File: src/rtl/core/slca_pkg.sv
`timescale 1ns / 1ps
// Shared types, constants and arithmetic helpers for the status LED color animator.
// No dependencies; used by the interfaces and every module of the block.
package slca_pkg;

   localparam int TIME_W  = 12;
   localparam int CHAN_W  = 8;
   localparam int MODE_W  = 2;
   localparam int PROD_W  = 16;
   localparam int CSR_IDX_W  = 2;
   localparam int CSR_DATA_W = 1;

   typedef enum logic [MODE_W-1:0] {
      MODE_ARMED   = 2'd0,
      MODE_RX_LOST = 2'd1,
      MODE_IDLE    = 2'd2
   } mode_type;

   localparam logic [CSR_IDX_W-1:0] CSR_LED_PRESENT  = 2'd0;
   localparam logic [CSR_IDX_W-1:0] CSR_RX_INSTALLED = 2'd1;

   localparam logic [CHAN_W-1:0] ARMED_R = 8'hFF;
   localparam logic [CHAN_W-1:0] ARMED_G = 8'h18;
   localparam logic [CHAN_W-1:0] AMBER_R = 8'hFF;
   localparam logic [CHAN_W-1:0] AMBER_G = 8'h70;

   localparam logic [CHAN_W-1:0] ARMED_BASE = 8'd48;
   localparam logic [CHAN_W-1:0] ARMED_SPAN = 8'd176;
   localparam logic [CHAN_W-1:0] AMBER_BASE = 8'd24;
   localparam logic [CHAN_W-1:0] AMBER_SPAN = 8'd140;
   localparam logic [CHAN_W-1:0] IDLE_BASE  = 8'd36;
   localparam logic [CHAN_W-1:0] IDLE_SPAN  = 8'd156;

   localparam logic [CHAN_W-1:0] WHEEL_SEG1 = 8'd85;
   localparam logic [CHAN_W-1:0] WHEEL_SEG2 = 8'd170;

   typedef struct packed {
      logic [CHAN_W-1:0] red;
      logic [CHAN_W-1:0] green;
      logic [CHAN_W-1:0] blue;
   } color_type;

   typedef struct packed {
      color_type         color;
      logic [CHAN_W-1:0] level;
      mode_type          mode;
   } lvl_item_type;

   typedef struct packed {
      color_type color;
      mode_type  mode;
   } pix_item_type;

   // 8-bit triangle wave
   function automatic logic [CHAN_W-1:0] tri_wave(input logic [CHAN_W-1:0] v);
      logic [CHAN_W-1:0] low;
      low = {v[6:0], 1'b0};
      return v[7] ? (8'hFF - low) : low;
   endfunction

   // floor(x / 255), exact for x up to 255 * 255
   function automatic logic [CHAN_W-1:0] div255(input logic [PROD_W-1:0] x);
      logic [PROD_W:0] s;
      s = {1'b0, x} + {9'd0, x[15:8]} + 17'd1;
      return s[15:8];
   endfunction

   // color wheel lookup from an 8-bit hue
   function automatic color_type wheel(input logic [CHAN_W-1:0] hue);
      logic [CHAN_W-1:0] p;
      logic [CHAN_W-1:0] q;
      logic [CHAN_W+1:0] q3;
      color_type c;
      p  = ~hue;
      q  = p;
      if (p >= WHEEL_SEG2) begin
         q = p - WHEEL_SEG2;
      end else if (p >= WHEEL_SEG1) begin
         q = p - WHEEL_SEG1;
      end
      q3 = {2'b00, q} + {1'b0, q, 1'b0};
      if (p < WHEEL_SEG1) begin
         c.red   = 8'hFF - q3[7:0];
         c.green = '0;
         c.blue  = q3[7:0];
      end else if (p < WHEEL_SEG2) begin
         c.red   = '0;
         c.green = q3[7:0];
         c.blue  = 8'hFF - q3[7:0];
      end else begin
         c.red   = q3[7:0];
         c.green = 8'hFF - q3[7:0];
         c.blue  = '0;
      end
      return c;
   endfunction

endpackage

File: src/rtl/core/slca_if.sv
`timescale 1ns / 1ps
// Channel interfaces: item request, color response and register write port.
// Depends on slca_pkg for field widths.
interface slca_req_if;
   logic                          valid;
   logic                          ready;
   logic [slca_pkg::TIME_W-1:0]   time_ms;
   logic                          armed;
   logic                          rx_connected;
   modport source(output valid, output time_ms, output armed, output rx_connected,
                  input ready);
   modport sink(input valid, input time_ms, input armed, input rx_connected,
                output ready);
endinterface

interface slca_rsp_if;
   logic                          valid;
   logic                          ready;
   logic [slca_pkg::CHAN_W-1:0]   red;
   logic [slca_pkg::CHAN_W-1:0]   green;
   logic [slca_pkg::CHAN_W-1:0]   blue;
   logic [slca_pkg::MODE_W-1:0]   mode;
   modport source(output valid, output red, output green, output blue, output mode,
                  input ready);
   modport sink(input valid, input red, input green, input blue, input mode,
                output ready);
endinterface

interface slca_csr_if;
   logic                              valid;
   logic                              ready;
   logic [slca_pkg::CSR_IDX_W-1:0]    index;
   logic [slca_pkg::CSR_DATA_W-1:0]   wdata;
   modport source(output valid, output index, output wdata, input ready);
   modport sink(input valid, input index, input wdata, output ready);
endinterface

File: src/rtl/core/slca_env_stage.sv
`timescale 1ns / 1ps
// Stages 1-2: mode select, base color, triangle envelope and brightness level.
// Depends on slca_pkg.
module slca_env_stage (
   input  logic                          clock,
   input  logic                          reset,
   input  logic                          in_valid,
   output logic                          in_ready,
   input  logic [slca_pkg::TIME_W-1:0]   time_ms,
   input  logic                          armed,
   input  logic                          rx_connected,
   input  logic                          rx_installed,
   output logic                          out_valid,
   input  logic                          out_ready,
   output slca_pkg::lvl_item_type        out_item
);

   logic                             s1_en;
   logic                             s2_en;
   logic                             s1_v_ff;
   logic                             s2_v_ff;
   slca_pkg::mode_type               s1_mode_in;
   slca_pkg::mode_type               s1_mode_ff;
   slca_pkg::color_type              s1_color_in;
   slca_pkg::color_type              s1_color_ff;
   logic [slca_pkg::CHAN_W-1:0]      s1_base_in;
   logic [slca_pkg::CHAN_W-1:0]      s1_base_ff;
   logic [slca_pkg::CHAN_W-1:0]      span;
   logic [slca_pkg::CHAN_W-1:0]      phase;
   logic [slca_pkg::PROD_W-1:0]      s1_prod_in;
   logic [slca_pkg::PROD_W-1:0]      s1_prod_ff;
   slca_pkg::lvl_item_type           s2_item_in;
   slca_pkg::lvl_item_type           s2_item_ff;

   assign s2_en    = !s2_v_ff || out_ready;
   assign s1_en    = !s1_v_ff || s2_en;
   assign in_ready = s1_en;

   always_comb begin
      if (armed) begin
         s1_mode_in  = slca_pkg::MODE_ARMED;
         s1_color_in = '{slca_pkg::ARMED_R, slca_pkg::ARMED_G, 8'd0};
         s1_base_in  = slca_pkg::ARMED_BASE;
         span        = slca_pkg::ARMED_SPAN;
         phase       = time_ms[9:2];
      end else if (rx_installed && !rx_connected) begin
         s1_mode_in  = slca_pkg::MODE_RX_LOST;
         s1_color_in = '{slca_pkg::AMBER_R, slca_pkg::AMBER_G, 8'd0};
         s1_base_in  = slca_pkg::AMBER_BASE;
         span        = slca_pkg::AMBER_SPAN;
         phase       = time_ms[10:3];
      end else begin
         s1_mode_in  = slca_pkg::MODE_IDLE;
         s1_color_in = slca_pkg::wheel(time_ms[11:4]);
         s1_base_in  = slca_pkg::IDLE_BASE;
         span        = slca_pkg::IDLE_SPAN;
         phase       = time_ms[10:3];
      end
      s1_prod_in = slca_pkg::tri_wave(phase) * span;
   end

   always_comb begin
      s2_item_in.color = s1_color_ff;
      s2_item_in.mode  = s1_mode_ff;
      s2_item_in.level = s1_base_ff + slca_pkg::div255(s1_prod_ff);
   end

   always_ff @(posedge clock) begin
      if (reset) begin
         s1_v_ff <= 1'b0;
         s2_v_ff <= 1'b0;
      end else begin
         if (s1_en) begin
            s1_v_ff <= in_valid;
         end
         if (s2_en) begin
            s2_v_ff <= s1_v_ff;
         end
      end
   end

   always_ff @(posedge clock) begin
      if (s1_en) begin
         s1_mode_ff  <= s1_mode_in;
         s1_color_ff <= s1_color_in;
         s1_base_ff  <= s1_base_in;
         s1_prod_ff  <= s1_prod_in;
      end
      if (s2_en) begin
         s2_item_ff <= s2_item_in;
      end
   end

   assign out_valid = s2_v_ff;
   assign out_item  = s2_item_ff;

endmodule

File: src/rtl/core/slca_scale_stage.sv
`timescale 1ns / 1ps
// Stages 3-4: scale each color channel by the brightness level, divide by 255.
// Depends on slca_pkg; the last stage is the response output register.
module slca_scale_stage (
   input  logic                     clock,
   input  logic                     reset,
   input  logic                     in_valid,
   output logic                     in_ready,
   input  slca_pkg::lvl_item_type   in_item,
   output logic                     out_valid,
   input  logic                     out_ready,
   output slca_pkg::pix_item_type   out_item
);

   logic                          s3_en;
   logic                          s4_en;
   logic                          s3_v_ff;
   logic                          s4_v_ff;
   logic [slca_pkg::PROD_W-1:0]   s3_r_in;
   logic [slca_pkg::PROD_W-1:0]   s3_g_in;
   logic [slca_pkg::PROD_W-1:0]   s3_b_in;
   logic [slca_pkg::PROD_W-1:0]   s3_r_ff;
   logic [slca_pkg::PROD_W-1:0]   s3_g_ff;
   logic [slca_pkg::PROD_W-1:0]   s3_b_ff;
   slca_pkg::mode_type            s3_mode_ff;
   slca_pkg::pix_item_type        s4_item_in;
   slca_pkg::pix_item_type        s4_item_ff;

   assign s4_en    = !s4_v_ff || out_ready;
   assign s3_en    = !s3_v_ff || s4_en;
   assign in_ready = s3_en;

   assign s3_r_in = in_item.color.red   * in_item.level;
   assign s3_g_in = in_item.color.green * in_item.level;
   assign s3_b_in = in_item.color.blue  * in_item.level;

   always_comb begin
      s4_item_in.color.red   = slca_pkg::div255(s3_r_ff);
      s4_item_in.color.green = slca_pkg::div255(s3_g_ff);
      s4_item_in.color.blue  = slca_pkg::div255(s3_b_ff);
      s4_item_in.mode        = s3_mode_ff;
   end

   always_ff @(posedge clock) begin
      if (reset) begin
         s3_v_ff <= 1'b0;
         s4_v_ff <= 1'b0;
      end else begin
         if (s3_en) begin
            s3_v_ff <= in_valid;
         end
         if (s4_en) begin
            s4_v_ff <= s3_v_ff;
         end
      end
   end

   always_ff @(posedge clock) begin
      if (s3_en) begin
         s3_r_ff    <= s3_r_in;
         s3_g_ff    <= s3_g_in;
         s3_b_ff    <= s3_b_in;
         s3_mode_ff <= in_item.mode;
      end
      if (s4_en) begin
         s4_item_ff <= s4_item_in;
      end
   end

   assign out_valid = s4_v_ff;
   assign out_item  = s4_item_ff;

endmodule

File: src/rtl/core/status_led_color_animator_unit.sv
`timescale 1ns / 1ps
// Top level of the status LED color animator: register port and four-stage pipeline.
// Depends on slca_pkg, slca_if, slca_env_stage and slca_scale_stage.
//
// Usage: each transfer on req_bus carries a 12-bit millisecond time stamp and the
// armed and receiver-connected flags. Each accepted item yields one transfer on
// rsp_bus holding red, green, blue and the mode (armed heartbeat, receiver lost
// amber, idle hue cycle). While led_present is clear, items are accepted and
// dropped without a response. csr_bus writes led_present (index 0) and
// rx_installed (index 1); other indexes are ignored. csr_bus is always ready;
// write it only while the pipeline is empty.
// Pipeline: rsp_bus.valid rises once the item has passed four register
// stages: mode and envelope product, brightness level, channel products, divide
// by 255.
// Throughput: one item per cycle while rsp_bus.ready is high; every stage advances whenever the next one moves.
// Reset: clears all stage valid bits, sets led_present to 1 and rx_installed to 0.
// Stall: when rsp_bus.ready is low the response holds and the stages fill up;
// req_bus.ready drops only once every stage holds an item. Nothing is lost.
module status_led_color_animator_unit (
   input  logic        clock,
   input  logic        reset,
   slca_req_if.sink    req_bus,
   slca_rsp_if.source  rsp_bus,
   slca_csr_if.sink    csr_bus
);

   logic                     led_present_ff;
   logic                     rx_installed_ff;
   logic                     env_in_valid;
   logic                     env_in_ready;
   logic                     lvl_valid;
   logic                     lvl_ready;
   slca_pkg::lvl_item_type   lvl_item;
   slca_pkg::pix_item_type   pix_item;

   assign csr_bus.ready = 1'b1;

   always_ff @(posedge clock) begin
      if (reset) begin
         led_present_ff  <= 1'b1;
         rx_installed_ff <= 1'b0;
      end else if (csr_bus.valid) begin
         unique case (csr_bus.index)
            slca_pkg::CSR_LED_PRESENT: begin
               led_present_ff <= csr_bus.wdata[0];
            end
            slca_pkg::CSR_RX_INSTALLED: begin
               rx_installed_ff <= csr_bus.wdata[0];
            end
            default: begin
            end
         endcase
      end
   end

   // drop items while no LED is fitted
   assign env_in_valid  = req_bus.valid && led_present_ff;
   assign req_bus.ready = env_in_ready || !led_present_ff;

   slca_env_stage u_env (
      .clock        (clock),
      .reset        (reset),
      .in_valid     (env_in_valid),
      .in_ready     (env_in_ready),
      .time_ms      (req_bus.time_ms),
      .armed        (req_bus.armed),
      .rx_connected (req_bus.rx_connected),
      .rx_installed (rx_installed_ff),
      .out_valid    (lvl_valid),
      .out_ready    (lvl_ready),
      .out_item     (lvl_item)
   );

   slca_scale_stage u_scale (
      .clock     (clock),
      .reset     (reset),
      .in_valid  (lvl_valid),
      .in_ready  (lvl_ready),
      .in_item   (lvl_item),
      .out_valid (rsp_bus.valid),
      .out_ready (rsp_bus.ready),
      .out_item  (pix_item)
   );

   assign rsp_bus.red   = pix_item.color.red;
   assign rsp_bus.green = pix_item.color.green;
   assign rsp_bus.blue  = pix_item.color.blue;
   assign rsp_bus.mode  = pix_item.mode;

endmodule

File: src/flat_wrapper.sv
// flat-port wrapper written by rule: the top's interface ports become plain ports
module status_led_color_animator_unit_flat 
  (clock, reset, req_bus_valid, req_bus_time_ms, req_bus_armed, req_bus_rx_connected, req_bus_ready, rsp_bus_valid, rsp_bus_red, rsp_bus_green, rsp_bus_blue, rsp_bus_mode, rsp_bus_ready, csr_bus_valid, csr_bus_index, csr_bus_wdata, csr_bus_ready);
  slca_req_if req_bus_i ();
  slca_rsp_if rsp_bus_i ();
  slca_csr_if csr_bus_i ();
  input  logic clock;
  input  logic reset;
  input wire logic [$bits(req_bus_i.valid)-1:0] req_bus_valid;
  input wire logic [$bits(req_bus_i.time_ms)-1:0] req_bus_time_ms;
  input wire logic [$bits(req_bus_i.armed)-1:0] req_bus_armed;
  input wire logic [$bits(req_bus_i.rx_connected)-1:0] req_bus_rx_connected;
  output wire logic [$bits(req_bus_i.ready)-1:0] req_bus_ready;
  output wire logic [$bits(rsp_bus_i.valid)-1:0] rsp_bus_valid;
  output wire logic [$bits(rsp_bus_i.red)-1:0] rsp_bus_red;
  output wire logic [$bits(rsp_bus_i.green)-1:0] rsp_bus_green;
  output wire logic [$bits(rsp_bus_i.blue)-1:0] rsp_bus_blue;
  output wire logic [$bits(rsp_bus_i.mode)-1:0] rsp_bus_mode;
  input wire logic [$bits(rsp_bus_i.ready)-1:0] rsp_bus_ready;
  input wire logic [$bits(csr_bus_i.valid)-1:0] csr_bus_valid;
  input wire logic [$bits(csr_bus_i.index)-1:0] csr_bus_index;
  input wire logic [$bits(csr_bus_i.wdata)-1:0] csr_bus_wdata;
  output wire logic [$bits(csr_bus_i.ready)-1:0] csr_bus_ready;
  assign req_bus_i.valid = req_bus_valid;
  assign req_bus_i.time_ms = req_bus_time_ms;
  assign req_bus_i.armed = req_bus_armed;
  assign req_bus_i.rx_connected = req_bus_rx_connected;
  assign req_bus_ready = req_bus_i.ready;
  assign rsp_bus_valid = rsp_bus_i.valid;
  assign rsp_bus_red = rsp_bus_i.red;
  assign rsp_bus_green = rsp_bus_i.green;
  assign rsp_bus_blue = rsp_bus_i.blue;
  assign rsp_bus_mode = rsp_bus_i.mode;
  assign rsp_bus_i.ready = rsp_bus_ready;
  assign csr_bus_i.valid = csr_bus_valid;
  assign csr_bus_i.index = csr_bus_index;
  assign csr_bus_i.wdata = csr_bus_wdata;
  assign csr_bus_ready = csr_bus_i.ready;
  status_led_color_animator_unit u_core (.clock(clock), .reset(reset), .req_bus(req_bus_i), .rsp_bus(rsp_bus_i), .csr_bus(csr_bus_i));
endmodule
File: config.mk
export PLATFORM = sky130hd
export DESIGN_NAME = status_led_color_animator_unit_flat
export DESIGN_NICKNAME = d
export VERILOG_FILES = /design/src/rtl/core/slca_pkg.sv /design/src/rtl/core/slca_if.sv /design/src/rtl/core/slca_env_stage.sv /design/src/rtl/core/slca_scale_stage.sv /design/src/rtl/core/status_led_color_animator_unit.sv /design/src/flat_wrapper.sv
export SDC_FILE = /design/constraint.sdc
export NUM_CORES = 1
export LEC_CHECK = 0
export BUFFER_PORTS_ARGS = -buffer_cell sky130_fd_sc_hd__buf_4
export CAP_MARGIN = 20
export CORE_ASPECT_RATIO = 0.5
export CORE_UTILIZATION = 55
export CTS_CLUSTER_DIAMETER = 120
export DETAILED_ROUTE_END_ITERATION = 8
export PLACE_DENSITY_LB_ADDON = 0.2
export SETUP_SLACK_MARGIN = 0.05
export SYNTH_ARGS = -nofsm -noshare
export SYNTH_HDL_FRONTEND = slang
export SYNTH_HIERARCHICAL = 1
export SYNTH_SLANG_ARGS = --single-unit
File: constraint.sdc
create_clock -name clock -period 7.4 [get_ports clock]
set_clock_uncertainty 0.2 [all_clocks]
set_input_delay 1.11 -clock clock [delete_from_list [all_inputs] [get_ports clock]]
set_output_delay 1.11 -clock clock [all_outputs]
set_load 0.01 [all_outputs]
==> results.ini <==
[sta]
holdWs_ns=0.218
finalSetupTns_ns=0
tightest_slew_ns=1.00
rsz0062_at_grt=no
fin_crit_sh_pct=81.4
maxSlewViolCount=0
fmax_ghz=0.166
min_period_ns=6.02
slew-limit-headroom_pct=32.8
setup_viol=0
finalHoldViolCount=0

[die]
die_w_microns=237
placementRows=42
start_util_pct=56.8
core-area_sq_um=26800
die_y_microns=120
die_area_sq_um=28400
ios=51

[detailed_routing]
wl_mm=29.0
remaining_drc_errors=0
ant_nets=0
route.vias.total=10100
initialDrtViolationCount=444
first_pass_iters=7
avgViaCountPerCell=5.45
routedWlPerCell_microns=15.6

[finish]
stdcell_count=1854
num-nets-final=1836
fillers=2156
fin_area_sq_um=16500
drive_gt1_share_pct=6.93
syn_to_final_growth_pct=8.29

[outcome]
status=finished, final reports clean

[yosys]
ys_top_cells_by_area=edfxtp_1, ha_1, fa_1
synthFlopType=edfxtp_1
avgSynthCellArea_sq_um=10.5
ys.warnings.count=6
yosysTopAreaCellShare_pct=30.0
ys_seq_area_share_pct=30.7
async_flop_share_pct=0
syn_area_sq_um=15200
netlist_top_cells_count=ha_1, inv_1, and2_1, edfxtp_1, fa_1
synthCells=1451
yosysUniqueCellTypes=74
ys_ff_latch=158
yosys.area.top_type=edfxtp_1
synth.net_count=1799
synth_edf_count=152
synth.most_common_cell=ha_1

[cts]
clkTransAtPathRegs_ns=0.06
cts-root-buf=clkbuf_16
htreeDepth=4
numCtsBuffers=17
clk_latency_ns=0.44
postCtsSetupBuffers=0
holdBufCountCts=0
cts_resized=0
clock_path_buffers=2
cts.sinks=158
cts_tree=built

[global_routing]
overflow=0
antenna_found_initial=0
grt_pass1_wl_mm=49.0
first_global_vias=10400
grtUsageTotal_pct=21.6
grt_max_degree=51

[worst_setup_path]
crit_arrival_ns=6.01
crit_path_max_fanout=12
path_class=in -> reg
crit_path_start_kind=input pin
crit_path_end_kind=flop
crit_required_ns=7.38

[placement]
dp.cells=1821
place_area_sq_um=15900
io_buffers=47
dp_hpwl_mm=22.3
place_congestion=0.860

[hold_path]
hold_path.class=reg -> reg

[job]
maxCapViolations=0

[final timing paths]
| path | startpoint | to | slack, ns | depth (start not counted) |
|---|---|---|---|---|
| setup / recovery | req_bus_time_ms[10] | u_core/u_env/s1_prod_ff[15] | 1.38 | 22 |
| hold / removal | u_core/u_env/s1_color_ff[14] | u_core/u_env/out_item[24] | 0.22 | 0 |
| setup reg to reg | u_core/u_env/out_item[4] | u_core/u_scale/s3_b_ff[15] | 2.25 | 14 |
| hold reg to reg | u_core/u_env/s1_color_ff[14] | u_core/u_env/out_item[24] | 0.22 | 0 |
[per-layer routing]
layer	GRT usage [%]	vias up	share of wire, %
li1	-	4953	-
met1	28.6	4976	47
met2	36.5	156	48
met3	3.91	27	3.3
met4	5.77	0	1.2
met5	0	-	0
[state kept, by name (all words and copies together), names as in the netlist]
name	flops
u_core/u_scale/s3_mode_ff	2
u_core/u_scale/s3_v_ff	1
u_core/u_env/s1_base_ff	3
u_core/u_scale/out_item	26
u_core/u_scale/s3_r_ff	16
u_core/u_scale/s3_b_ff	16
u_core/rx_installed_ff	1
u_core/u_scale/s3_g_ff	16
u_core/u_env/out_item	34
u_core/u_scale/out_valid	1
u_core/u_env/s1_mode_ff	1
u_core/u_env/s1_prod_ff	14
u_core/u_env/s1_v_ff	1
u_core/u_env/out_valid	1
u_core/led_present_ff	1
u_core/u_env/s1_color_ff	24
[cells in the final DEF, fill, tap and decap left out, types with 10 or more instances in the layout]
master,n
xnor2_1,68
a21o_1,26
xor2_1,26
mux2i_1,11
a211oi_1,11
a21oi_1,62
clkbuf_16,18
ha_1,202
nor2b_1,10
buf_4,50
and3_1,10
inv_1,200
edfxtp_1,152
nor2_1,80
o21ai_1,15
nor3_1,20
nand3_1,15
o21ai_0,17
fa_1,124
o21a_1,10
nand2_1,81
and2_1,169
[kinds of logic after synthesis]
| family | share of synthesized area (%) |
|---|---|
| XOR/XNOR | 5.87 |
| multiplexers | 0.723 |
| other | 0.0246 |
| buffers and inverters | 5.95 |
| AND/OR/NAND/NOR | 14.7 |
| AO/OA/AOI/OAI | 9.05 |
| flip-flops | 30.7 |
| adder cells (fa/ha/maj) | 32.9 |
[per-stage QoR]
step	utilization, %	setup WS, ns
after floorplan	-	1.42
after global placement	59.4	1.13
after detailed placement	59.5	0.940
after CTS	61.6	1.40
after global routing	61.6	1.06
final	61.6	1.38
[worst max-delay path, cell delays in order]
cell and delay (ns):
buf_4 0.16, inv_1 0.17, nor2_1 0.13, nor2_1 0.52
xnor2_1 0.26, nor2_1 0.31, xor2_1 0.13, ha_1 0.29
inv_1 0.05, fa_1 0.48, inv_1 0.06, fa_1 0.47
ha_1 0.31, ha_1 0.34, a21oi_1 0.22, o21bai_1 0.09
a21oi_1 0.22, o21bai_1 0.09, a21oi_1 0.24, o21bai_1 0.09
a21oi_1 0.17, xor2_1 0.08
[area by class of cell]
type / instances / area (sq um) / area share (%)
antenna: 1 / 2.50 / 0.0152
clock buffer: 25 / 507 / 3.07
clock inverter: 7 / 53.8 / 0.326
inverter: 202 / 758 / 4.60
multi-input combinational: 1058 / 9650 / 58.5
sequential: 158 / 4680 / 28.4
tap: 352 / 440 / 2.67
timing repair buffer: 51 / 403 / 2.44
Power is left out: the tool's default activity adds up to more than one toggle a clock period on the data nets, which glitch-free logic cannot reach.
